**config.mk**
```make
export PLATFORM = sky130hd
export DESIGN_NAME = iir_direct_form_filter_core
export DESIGN_NICKNAME = d
export VERILOG_FILES = /design/src/rtl/iirdf_pkg.sv /design/src/rtl/iirdf_mac.sv /design/src/rtl/iir_direct_form_filter_core.sv
export VERILOG_INCLUDE_DIRS = /design/src /design/src/rtl
export SDC_FILE = /design/constraint.sdc
export NUM_CORES = 2
export LEC_CHECK = 0
export BUFFER_PORTS_ARGS = -buffer_cell sky130_fd_sc_hd__buf_2
export CAP_MARGIN = 20
export CORE_MARGIN = 3
export CORE_UTILIZATION = 31
export CTS_BUF_LIST = sky130_fd_sc_hd__clkbuf_4
export DETAILED_ROUTE_END_ITERATION = 8
export MAX_ROUTING_LAYER = met4
export REMOVE_ABC_BUFFERS = 1
export SYNTH_ARGS = -nofsm -noshare
export SYNTH_HDL_FRONTEND = slang
export SYNTH_SLANG_ARGS = --single-unit
export TNS_END_PERCENT = 20
```
**constraint.sdc**
```tcl
create_clock -name clock -period 16.55 [get_ports clock]
set_clock_uncertainty 0.1 [all_clocks]
set_input_delay 1.655 -clock clock [delete_from_list [all_inputs] [get_ports clock]]
set_output_delay 1.655 -clock clock [all_outputs]
set_load 0.05 [all_outputs]
```
**src/rtl/iir_direct_form_filter_core_macros.svh**
```systemverilog
// Assertion macros for the IIR direct-form filter core.
// Define ASSERT_OFF to compile the checks out; no other dependencies.
`ifndef IIR_DIRECT_FORM_FILTER_CORE_MACROS_SVH
`define IIR_DIRECT_FORM_FILTER_CORE_MACROS_SVH

`ifndef ASSERT_OFF

// Same-cycle implication, disabled during reset
`define IIRDF_ASSERT_IMP(lbl, clk, rst, ante, cons) \
   lbl: assert property (@(posedge clk) disable iff (rst) (ante) |-> (cons)) \
      else $error("%m: implication check failed");

// Next-cycle implication, disabled during reset
`define IIRDF_ASSERT_NXT(lbl, clk, rst, ante, cons) \
   lbl: assert property (@(posedge clk) disable iff (rst) (ante) |=> (cons)) \
      else $error("%m: next-cycle check failed");

`else

`define IIRDF_ASSERT_IMP(lbl, clk, rst, ante, cons)
`define IIRDF_ASSERT_NXT(lbl, clk, rst, ante, cons)

`endif

`endif

```
**src/rtl/iirdf_pkg.sv**
```systemverilog
// Shared types and constants for the IIR direct-form filter core.
// No dependencies; imported by the MAC unit and the top level.
package iirdf_pkg;

   // Filter order (1 to 3) and the fixed storage behind it
   localparam int IIRDF_ORDER  = 3;
   localparam int IIRDF_HIST   = 3;
   localparam int IIRDF_TAPS   = 2 * IIRDF_ORDER + 1;
   localparam int IIRDF_STEP_W = (IIRDF_TAPS > 1) ? $clog2(IIRDF_TAPS) : 1;

   // Datapath widths
   localparam int COEF_W = 24;
   localparam int SAMP_W = 16;
   localparam int PROD_W = COEF_W + SAMP_W;
   localparam int ACC_W  = PROD_W + 4;
   localparam int FRAC_W = 20;
   localparam int CSR_IDX_W = 3;

   // Rounding bias: one half in Q24.20
   localparam logic signed [ACC_W-1:0] ROUND_BIAS = ACC_W'(1) <<< (FRAC_W - 1);

   // Register indexes of the configuration port
   localparam logic [CSR_IDX_W-1:0] CSR_NUM_COEF_0 = 3'd0;
   localparam logic [CSR_IDX_W-1:0] CSR_NUM_COEF_1 = 3'd1;
   localparam logic [CSR_IDX_W-1:0] CSR_NUM_COEF_2 = 3'd2;
   localparam logic [CSR_IDX_W-1:0] CSR_NUM_COEF_3 = 3'd3;
   localparam logic [CSR_IDX_W-1:0] CSR_DEN_COEF_1 = 3'd4;
   localparam logic [CSR_IDX_W-1:0] CSR_DEN_COEF_2 = 3'd5;
   localparam logic [CSR_IDX_W-1:0] CSR_DEN_COEF_3 = 3'd6;

   // Input operation codes
   localparam logic OP_FILTER = 1'b0;
   localparam logic OP_FLUSH  = 1'b1;

   // Reset value of the leading numerator coefficient (1.0)
   localparam logic signed [COEF_W-1:0] NUM0_RESET = 24'sd1048576;

   // Control from the sequencer to the shared MAC unit
   typedef struct packed {
      logic clear;    // load the accumulator with the rounding bias
      logic mul_en;   // start a product this cycle
      logic sub;      // subtract that product when it lands
   } mac_ctrl_type;

endpackage

```
**src/rtl/iirdf_mac.sv**
```systemverilog
// Shared multiply-accumulate unit: registered 24x16 product, then add or subtract.
// Depends on iirdf_pkg.
module iirdf_mac import iirdf_pkg::*; (
   input  logic                     clock,
   input  logic                     reset,
   input  mac_ctrl_type             ctrl,
   input  logic signed [COEF_W-1:0] coef,
   input  logic signed [SAMP_W-1:0] samp,
   output logic signed [ACC_W-1:0]  acc
);

   logic signed [PROD_W-1:0] prod_ff, prod_in;
   logic                     prod_vld_ff;
   logic                     prod_sub_ff;
   logic signed [ACC_W-1:0]  acc_ff, acc_in;
   logic signed [ACC_W-1:0]  prod_ext;

   // Multiply stage
   assign prod_in = coef * samp;

   always_ff @(posedge clock) begin
      if (reset) begin
         prod_vld_ff <= 1'b0;
      end else begin
         prod_vld_ff <= ctrl.mul_en;
      end
      if (ctrl.mul_en) begin
         prod_ff     <= prod_in;
         prod_sub_ff <= ctrl.sub;
      end
   end

   // Accumulate stage
   assign prod_ext = {{(ACC_W-PROD_W){prod_ff[PROD_W-1]}}, prod_ff};

   always_comb begin
      acc_in = acc_ff;
      if (ctrl.clear) begin
         acc_in = ROUND_BIAS;
      end else if (prod_vld_ff) begin
         acc_in = prod_sub_ff ? (acc_ff - prod_ext) : (acc_ff + prod_ext);
      end
   end

   always_ff @(posedge clock) begin
      acc_ff <= acc_in;
   end

   assign acc = acc_ff;

endmodule

```
**src/rtl/iir_direct_form_filter_core.sv**
```systemverilog
// Top level of the IIR direct-form-I filter core: sequencer, histories, output.
// Depends on iirdf_pkg, iirdf_mac and iir_direct_form_filter_core_macros.svh.
//
// Usage:
//   req channel: one item per transfer, req_operation selects filtering of
//   req_sample_in or a flush of both histories. rsp channel: one result per
//   item, rsp_filtered_out with rsp_saturated set when the sum was clipped.
//   csr channel: writes a Q4.20 coefficient by index (0..3 numerator,
//   4..6 feedback); always ready, indexes above 6 are dropped. Write only
//   while no item is in flight.
// Timing:
//   A filter item walks 2*ORDER+1 products through one shared multiplier and
//   accumulator, one product per cycle, then state DRAIN for the last
//   accumulate and state DONE to round and register the result. A flush goes
//   straight to DONE. req_ready is low while an item is worked on, so a new
//   item is taken only after the last one has written its result.
//   If the receiver stalls, the finished result holds in the output register;
//   a next item can be taken meanwhile but waits before it writes its result.
// Reset:
//   Clears both histories, restores the coefficient defaults (pass-through)
//   and empties the output register.
`include "iir_direct_form_filter_core_macros.svh"

module iir_direct_form_filter_core import iirdf_pkg::*; (
   input  logic                     clock,
   input  logic                     reset,
   // input item channel
   input  logic                     req_valid,
   output logic                     req_ready,
   input  logic                     req_operation,
   input  logic signed [SAMP_W-1:0] req_sample_in,
   // result channel
   output logic                     rsp_valid,
   input  logic                     rsp_ready,
   output logic signed [SAMP_W-1:0] rsp_filtered_out,
   output logic                     rsp_saturated,
   // configuration write channel
   input  logic                     csr_valid,
   output logic                     csr_ready,
   input  logic [CSR_IDX_W-1:0]     csr_index,
   input  logic [COEF_W-1:0]        csr_data
);

   localparam logic [1:0] ST_IDLE  = 2'd0;
   localparam logic [1:0] ST_MAC   = 2'd1;
   localparam logic [1:0] ST_DRAIN = 2'd2;
   localparam logic [1:0] ST_DONE  = 2'd3;

   localparam int Y_W = ACC_W - FRAC_W;
   localparam logic signed [Y_W-1:0] Y_MAX = Y_W'(32767);
   localparam logic signed [Y_W-1:0] Y_MIN = -Y_W'(32768);

   logic [1:0]               state_ff, state_in;
   logic [IIRDF_STEP_W-1:0]  step_ff, step_in;
   logic                     flush_ff, flush_in;
   logic signed [SAMP_W-1:0] sample_ff;

   logic signed [COEF_W-1:0] num_coef_ff [0:IIRDF_HIST];
   logic signed [COEF_W-1:0] den_coef_ff [1:IIRDF_HIST];
   logic signed [SAMP_W-1:0] xh_ff [0:IIRDF_HIST-1];
   logic signed [SAMP_W-1:0] yh_ff [0:IIRDF_HIST-1];

   logic                     rsp_valid_ff;
   logic signed [SAMP_W-1:0] rsp_out_ff;
   logic                     rsp_sat_ff;

   logic                     req_xfer;
   logic                     rsp_xfer;
   logic                     load_rsp;
   mac_ctrl_type             mac_ctrl;
   logic signed [COEF_W-1:0] op_coef;
   logic signed [SAMP_W-1:0] op_samp;
   logic                     op_sub;
   logic signed [ACC_W-1:0]  acc;
   logic signed [Y_W-1:0]    y_wide;
   logic signed [SAMP_W-1:0] y_sat;
   logic                     y_clip;

   assign req_ready = (state_ff == ST_IDLE);
   assign req_xfer  = req_valid & req_ready;
   assign rsp_xfer  = rsp_valid_ff & rsp_ready;
   assign load_rsp  = (state_ff == ST_DONE) & (~rsp_valid_ff | rsp_ready);
   assign csr_ready = 1'b1;

   // Sequencer
   always_comb begin
      state_in = state_ff;
      step_in  = step_ff;
      flush_in = flush_ff;
      case (state_ff)
         ST_IDLE: begin
            if (req_xfer) begin
               flush_in = (req_operation == OP_FLUSH);
               step_in  = '0;
               state_in = (req_operation == OP_FLUSH) ? ST_DONE : ST_MAC;
            end
         end
         ST_MAC: begin
            if (step_ff == IIRDF_STEP_W'(IIRDF_TAPS - 1)) begin
               state_in = ST_DRAIN;
            end else begin
               step_in = step_ff + 1'b1;
            end
         end
         ST_DRAIN: begin
            state_in = ST_DONE;
         end
         ST_DONE: begin
            if (load_rsp) begin
               state_in = ST_IDLE;
            end
         end
         default: begin
            state_in = ST_IDLE;
         end
      endcase
   end

   always_ff @(posedge clock) begin
      if (reset) begin
         state_ff <= ST_IDLE;
         step_ff  <= '0;
         flush_ff <= 1'b0;
      end else begin
         state_ff <= state_in;
         step_ff  <= step_in;
         flush_ff <= flush_in;
      end
      if (req_xfer) begin
         sample_ff <= req_sample_in;
      end
   end

   // Select the operands of the current step
   always_comb begin
      op_coef = num_coef_ff[0];
      op_samp = sample_ff;
      op_sub  = 1'b0;
      for (int i = 1; i <= IIRDF_ORDER; i++) begin
         if (step_ff == IIRDF_STEP_W'(i)) begin
            op_coef = num_coef_ff[i];
            op_samp = xh_ff[i-1];
         end
         if (step_ff == IIRDF_STEP_W'(IIRDF_ORDER + i)) begin
            op_coef = den_coef_ff[i];
            op_samp = yh_ff[i-1];
            op_sub  = 1'b1;
         end
      end
   end

   assign mac_ctrl.clear  = req_xfer;
   assign mac_ctrl.mul_en = (state_ff == ST_MAC);
   assign mac_ctrl.sub    = op_sub;

   iirdf_mac u_mac (
      .clock (clock),
      .reset (reset),
      .ctrl  (mac_ctrl),
      .coef  (op_coef),
      .samp  (op_samp),
      .acc   (acc)
   );

   // Round (bias already in the accumulator) and saturate
   assign y_wide = acc[ACC_W-1:FRAC_W];

   always_comb begin
      y_clip = 1'b0;
      y_sat  = y_wide[SAMP_W-1:0];
      if (y_wide > Y_MAX) begin
         y_clip = 1'b1;
         y_sat  = Y_MAX[SAMP_W-1:0];
      end else if (y_wide < Y_MIN) begin
         y_clip = 1'b1;
         y_sat  = Y_MIN[SAMP_W-1:0];
      end
   end

   // Coefficient writes
   always_ff @(posedge clock) begin
      if (reset) begin
         num_coef_ff[0] <= NUM0_RESET;
         for (int i = 1; i <= IIRDF_HIST; i++) begin
            num_coef_ff[i] <= '0;
            den_coef_ff[i] <= '0;
         end
      end else if (csr_valid & csr_ready) begin
         case (csr_index)
            CSR_NUM_COEF_0: num_coef_ff[0] <= signed'(csr_data);
            CSR_NUM_COEF_1: num_coef_ff[1] <= signed'(csr_data);
            CSR_NUM_COEF_2: num_coef_ff[2] <= signed'(csr_data);
            CSR_NUM_COEF_3: num_coef_ff[3] <= signed'(csr_data);
            CSR_DEN_COEF_1: den_coef_ff[1] <= signed'(csr_data);
            CSR_DEN_COEF_2: den_coef_ff[2] <= signed'(csr_data);
            CSR_DEN_COEF_3: den_coef_ff[3] <= signed'(csr_data);
            default: ;
         endcase
      end
   end

   // Shift or clear the histories when the result is written
   always_ff @(posedge clock) begin
      if (reset) begin
         for (int i = 0; i < IIRDF_HIST; i++) begin
            xh_ff[i] <= '0;
            yh_ff[i] <= '0;
         end
      end else if (load_rsp) begin
         if (flush_ff) begin
            for (int i = 0; i < IIRDF_HIST; i++) begin
               xh_ff[i] <= '0;
               yh_ff[i] <= '0;
            end
         end else begin
            for (int i = IIRDF_HIST - 1; i > 0; i--) begin
               xh_ff[i] <= xh_ff[i-1];
               yh_ff[i] <= yh_ff[i-1];
            end
            xh_ff[0] <= sample_ff;
            yh_ff[0] <= y_sat;
         end
      end
   end

   // Output register: hold until the transfer completes
   always_ff @(posedge clock) begin
      if (reset) begin
         rsp_valid_ff <= 1'b0;
      end else if (load_rsp) begin
         rsp_valid_ff <= 1'b1;
      end else if (rsp_xfer) begin
         rsp_valid_ff <= 1'b0;
      end
      if (load_rsp) begin
         rsp_out_ff <= flush_ff ? '0 : y_sat;
         rsp_sat_ff <= flush_ff ? 1'b0 : y_clip;
      end
   end

   assign rsp_valid        = rsp_valid_ff;
   assign rsp_filtered_out = rsp_out_ff;
   assign rsp_saturated    = rsp_sat_ff;

   // Checks
   `IIRDF_ASSERT_NXT(a_busy_after_req, clock, reset, req_xfer, !req_ready)
   `IIRDF_ASSERT_NXT(a_flush_zero, clock, reset, load_rsp && flush_ff, rsp_valid && (rsp_filtered_out == '0) && !rsp_saturated)
   `IIRDF_ASSERT_IMP(a_sat_at_rail, clock, reset, rsp_valid && rsp_saturated, (rsp_filtered_out == 16'sh7fff) || (rsp_filtered_out == 16'sh8000))
   `IIRDF_ASSERT_IMP(a_mac_in_seq, clock, reset, mac_ctrl.mul_en, !req_ready && !load_rsp)

endmodule

```
==> metrics.txt <==
# TYPE chip_impl_metric gauge
chip_impl_metric{name="worst_ep_required_time",unit="ns"} 17.01
chip_impl_metric{name="worst_path_buffer_plus_inverter_count",unit=""} 7
chip_impl_info{name="synth_top_flop_cell",value="edfxtp_1"} 1
chip_impl_metric{name="cts.htree.levels",unit=""} 3
chip_impl_metric{name="maxSlewViolCount",unit=""} 0
chip_impl_metric{name="clock_sink_count",unit=""} 390
chip_impl_info{name="path_delay_family",value="adder cells"} 1
chip_impl_info{name="cp_slowest_cell",value="o21ai_1"} 1
chip_impl_metric{name="post-route-util",unit=""} 0.343
chip_impl_metric{name="die_height",unit="µm"} 336
chip_impl_metric{name="postSynthAreaPerCell",unit="µm²"} 9.81
chip_impl_metric{name="final_layout_size_suffix_gt1_frac",unit=""} 0.0911
chip_impl_metric{name="finalCritPeriodShare",unit=""} 0.572
chip_impl_metric{name="vias",unit=""} 24300
chip_impl_metric{name="report.final.hold_viol_count",unit=""} 0
chip_impl_metric{name="grt_use_total",unit=""} 0.165
chip_impl_metric{name="achievable-frequency",unit="GHz"} 0.106
chip_impl_metric{name="die_area",unit="µm²"} 113000
chip_impl_metric{name="layout.nets",unit=""} 4069
chip_impl_info{name="crit_path_start_kind",value="flop"} 1
chip_impl_metric{name="place.detailed.instances",unit=""} 4791
chip_impl_metric{name="dp.final_hpwl",unit="µm"} 65800
chip_impl_metric{name="clk_pin_slew_worst_paths",unit="ns"} 0.07
chip_impl_metric{name="route.detailed.vias_per_inst",unit=""} 4.88
chip_impl_metric{name="drc",unit=""} 0
chip_impl_metric{name="port_buffers",unit=""} 67
chip_impl_metric{name="cts_made_buffers",unit=""} 101
chip_impl_metric{name="period_minus_slack",unit="ns"} 9.47
chip_impl_metric{name="asyncSetResetFlopFracSynth",unit=""} 0
chip_impl_metric{name="yosysUniqueCellTypes",unit=""} 76
chip_impl_metric{name="max_cap_viol_count",unit=""} 0
chip_impl_info{name="run_status",value="finished, final reports clean"} 1
chip_impl_metric{name="initial_antenna_violation_count",unit=""} 7
chip_impl_metric{name="clk-insertion-delay-late",unit="ns"} 0.92
chip_impl_metric{name="grt_start_max_net_pins",unit=""} 81
chip_impl_metric{name="seq_area_frac_synth",unit=""} 0.332
chip_impl_metric{name="chipWidth",unit="µm"} 336
chip_impl_metric{name="finalWeightedCongestion",unit=""} 0.923
chip_impl_metric{name="flow.area_growth_from_synthesis",unit="%"} 9.53
chip_impl_info{name="tritoncts",value="done"} 1
chip_impl_metric{name="placementRows",unit=""} 120
chip_impl_metric{name="post-cts-setup-buffers",unit=""} 0
chip_impl_metric{name="worst_slew_margin_rel",unit=""} 0.281
chip_impl_metric{name="detail_route.wl_per_cell",unit="µm"} 18.0
chip_impl_info{name="cts.root.buffer_cell",value="clkbuf_4"} 1
chip_impl_metric{name="syn-cell-area",unit="µm²"} 33700
chip_impl_metric{name="worst-endpoint-arrival",unit="ns"} 9.93
chip_impl_metric{name="total_wirelength_of_the_detailed_routed_design",unit="µm"} 89600
chip_impl_metric{name="fin_cells",unit=""} 4976
chip_impl_info{name="path_class",value="flop to flop"} 1
chip_impl_metric{name="timing.critical_path.slowest_cell_delay",unit="ns"} 0.80
chip_impl_metric{name="floorplan.io_pins",unit=""} 69
chip_impl_info{name="hold_class",value="flop to flop"} 1
chip_impl_metric{name="setup-violations-final",unit=""} 0
chip_impl_metric{name="firstDrtPassIters",unit=""} 8
chip_impl_metric{name="detail_route.iter0.violations",unit=""} 1787
chip_impl_info{name="endpoint_kind",value="flop"} 1
chip_impl_metric{name="cp_max_fo",unit=""} 34
chip_impl_metric{name="floorplan.initialDensity",unit=""} 0.313
chip_impl_metric{name="grt-ovfl-total",unit=""} 0
chip_impl_metric{name="synth-warning-count",unit=""} 0
chip_impl_metric{name="yosys_register_bits",unit=""} 390
chip_impl_metric{name="grt_pass1_wl",unit="µm"} 141000
chip_impl_metric{name="setup_tns",unit="ns"} 0
chip_impl_metric{name="tightest_slew",unit="ns"} 1.08
chip_impl_metric{name="postRouteAntennaNets",unit=""} 0
chip_impl_metric{name="ctsHoldBuffers",unit=""} 0
chip_impl_metric{name="synth-edff-count",unit=""} 338
chip_impl_metric{name="cts.path.max_buffers",unit=""} 3
chip_impl_metric{name="design.core.area",unit="µm²"} 108000
chip_impl_info{name="unrepaired_setup_endpoints_after_global_routing",value="no"} 1
chip_impl_metric{name="grt_pass1_vias",unit=""} 24700
chip_impl_metric{name="synth_cells",unit=""} 3435
chip_impl_metric{name="cts_resized",unit=""} 0
-- through the flow --
step                instance area (µm²)  hold WS, ns  setup slack, ns
floorplan                         33000        0.356             5.97
global placement                  35600        0.367             7.15
detailed placement                35600        0.377             7.05
CTS                               36900        0.390             6.97
global route                      36900        0.417             6.44
finish                            36900        0.385             7.08
-- per-layer routing --
layer / routed length (µm) / part of all wire / track usage / up-vias
met5: 0 / 0 / - / -
met4: 2530 / 0.028 / 0.0499 / 0
met3: 6530 / 0.073 / 0.0331 / 173
met2: 40200 / 0.45 / 0.251 / 805
met1: 40400 / 0.45 / 0.221 / 11900
li1: - / - / - / 11400
-- worst paths after layout --
check,start,endpoint,slack [ns],cells after the start
min,u_mac.acc[0],u_mac.acc[0],0.38,2
max,step_ff[0],u_mac.prod_ff[34],7.08,30
min reg2reg,u_mac.acc[0],u_mac.acc[0],0.38,2
max reg2reg,step_ff[0],u_mac.prod_ff[34],7.08,30
-- Yosys cell counts (6+ instances only) --
cell type / count / area, µm²
dfxtp_1: 52 / 1040
a211oi_1: 93 / 698
a211o_1: 7 / 61.3
o21bai_1: 13 / 97.6
nand3b_1: 9 / 67.6
and2_1: 255 / 1600
nor4_1: 9 / 56.3
o21ai_0: 53 / 265
buf_1: 7 / 26.3
or2_2: 8 / 50.1
o21ai_2: 7 / 61.3
xor2_1: 19 / 166
nand3_1: 27 / 135
fa_1: 375 / 7510
clkbuf_1: 114 / 428
buf_2: 29 / 145
nor3_1: 48 / 240
and3_1: 8 / 50.1
nand2b_1: 32 / 200
inv_1: 500 / 1880
xnor2_1: 88 / 771
edfxtp_1: 338 / 10100
o21ai_1: 25 / 125
a31oi_1: 10 / 62.6
nor2_1: 395 / 1480
nor2b_1: 17 / 106
o211ai_1: 8 / 60.1
nand4_1: 14 / 87.6
a21oi_1: 194 / 971
mux2i_1: 67 / 671
ha_1: 151 / 1890
a21o_1: 43 / 323
nand2_1: 300 / 1130
o21a_1: 34 / 255
a31o_2: 6 / 52.6
-- cell usage in the layout (no fill, tap or decap), drive strengths merged, types with 7 or more instances in the layout --
cell	Yosys	final
a211oi	95	95
mux2i	68	68
nor3	48	48
a31o	7	7
a21o	43	43
a21oi	195	195
o21ai	85	85
nor4	12	12
clkbuf	114	129
fa	375	375
and3	9	9
ha	151	151
o211ai	8	8
a2111oi	8	8
o21bai	13	13
clkinv	0	44
dfxtp	52	52
a31oi	11	11
a211o	7	7
nand4	14	14
and2	256	256
edfxtp	338	338
nand2b	32	32
or2	9	9
buf	41	111
xnor2	88	88
inv	500	504
nand2	300	300
o21a	34	34
nor2	395	395
nand3	27	27
nor2b	17	17
nand3b	9	9
xor2	19	19
-- state kept, by name, summed over array words and instances, names as in the netlist --
name	count
yh_ff	48
u_mac.prod_sub_ff	1
state_ff	2
num_coef_ff	96
den_coef_ff	72
u_mac.acc	44
xh_ff	48
sample_ff	16
u_mac.prod_ff	40
rsp_saturated	1
u_mac.prod_vld_ff	1
step_ff	3
rsp_valid	1
rsp_filtered_out	16
flush_ff	1
-- cells by family (layout without fill, tap and decap cells) --
logic type,after synthesis,count (layout),synth area share
adders and majority gates,526,526,0.279
and+or+nand+nor,1142,1142,0.161
buffers and inverters,655,789,0.0746
muxes,68,68,0.0206
AOI/OAI and AO/OA,546,546,0.105
xor gates and xnor gates,107,107,0.0278
other,1,5,0.000111
DFF,390,390,0.332
-- layout make-up --
type | count | area (µm²)
diodes | 4 | 10.0
clock buffers | 129 | 968
multi-input cells | 2390 | 20100
fillers | 11000 | 70600
repair buffers | 111 | 692
clock inverters | 49 | 270
flip-flops and latches | 390 | 11200
well taps | 1403 | 1760
inverters | 500 | 1880
-- worst min-delay path: stages, from the launching register on --
cell and delay (ns):
dfxtp_1 0.31, nor2_1 0.08, a211oi_1 0.05
Power is left out: the tool's default activity adds up to more than one toggle a clock period on the data nets, which glitch-free logic cannot reach.
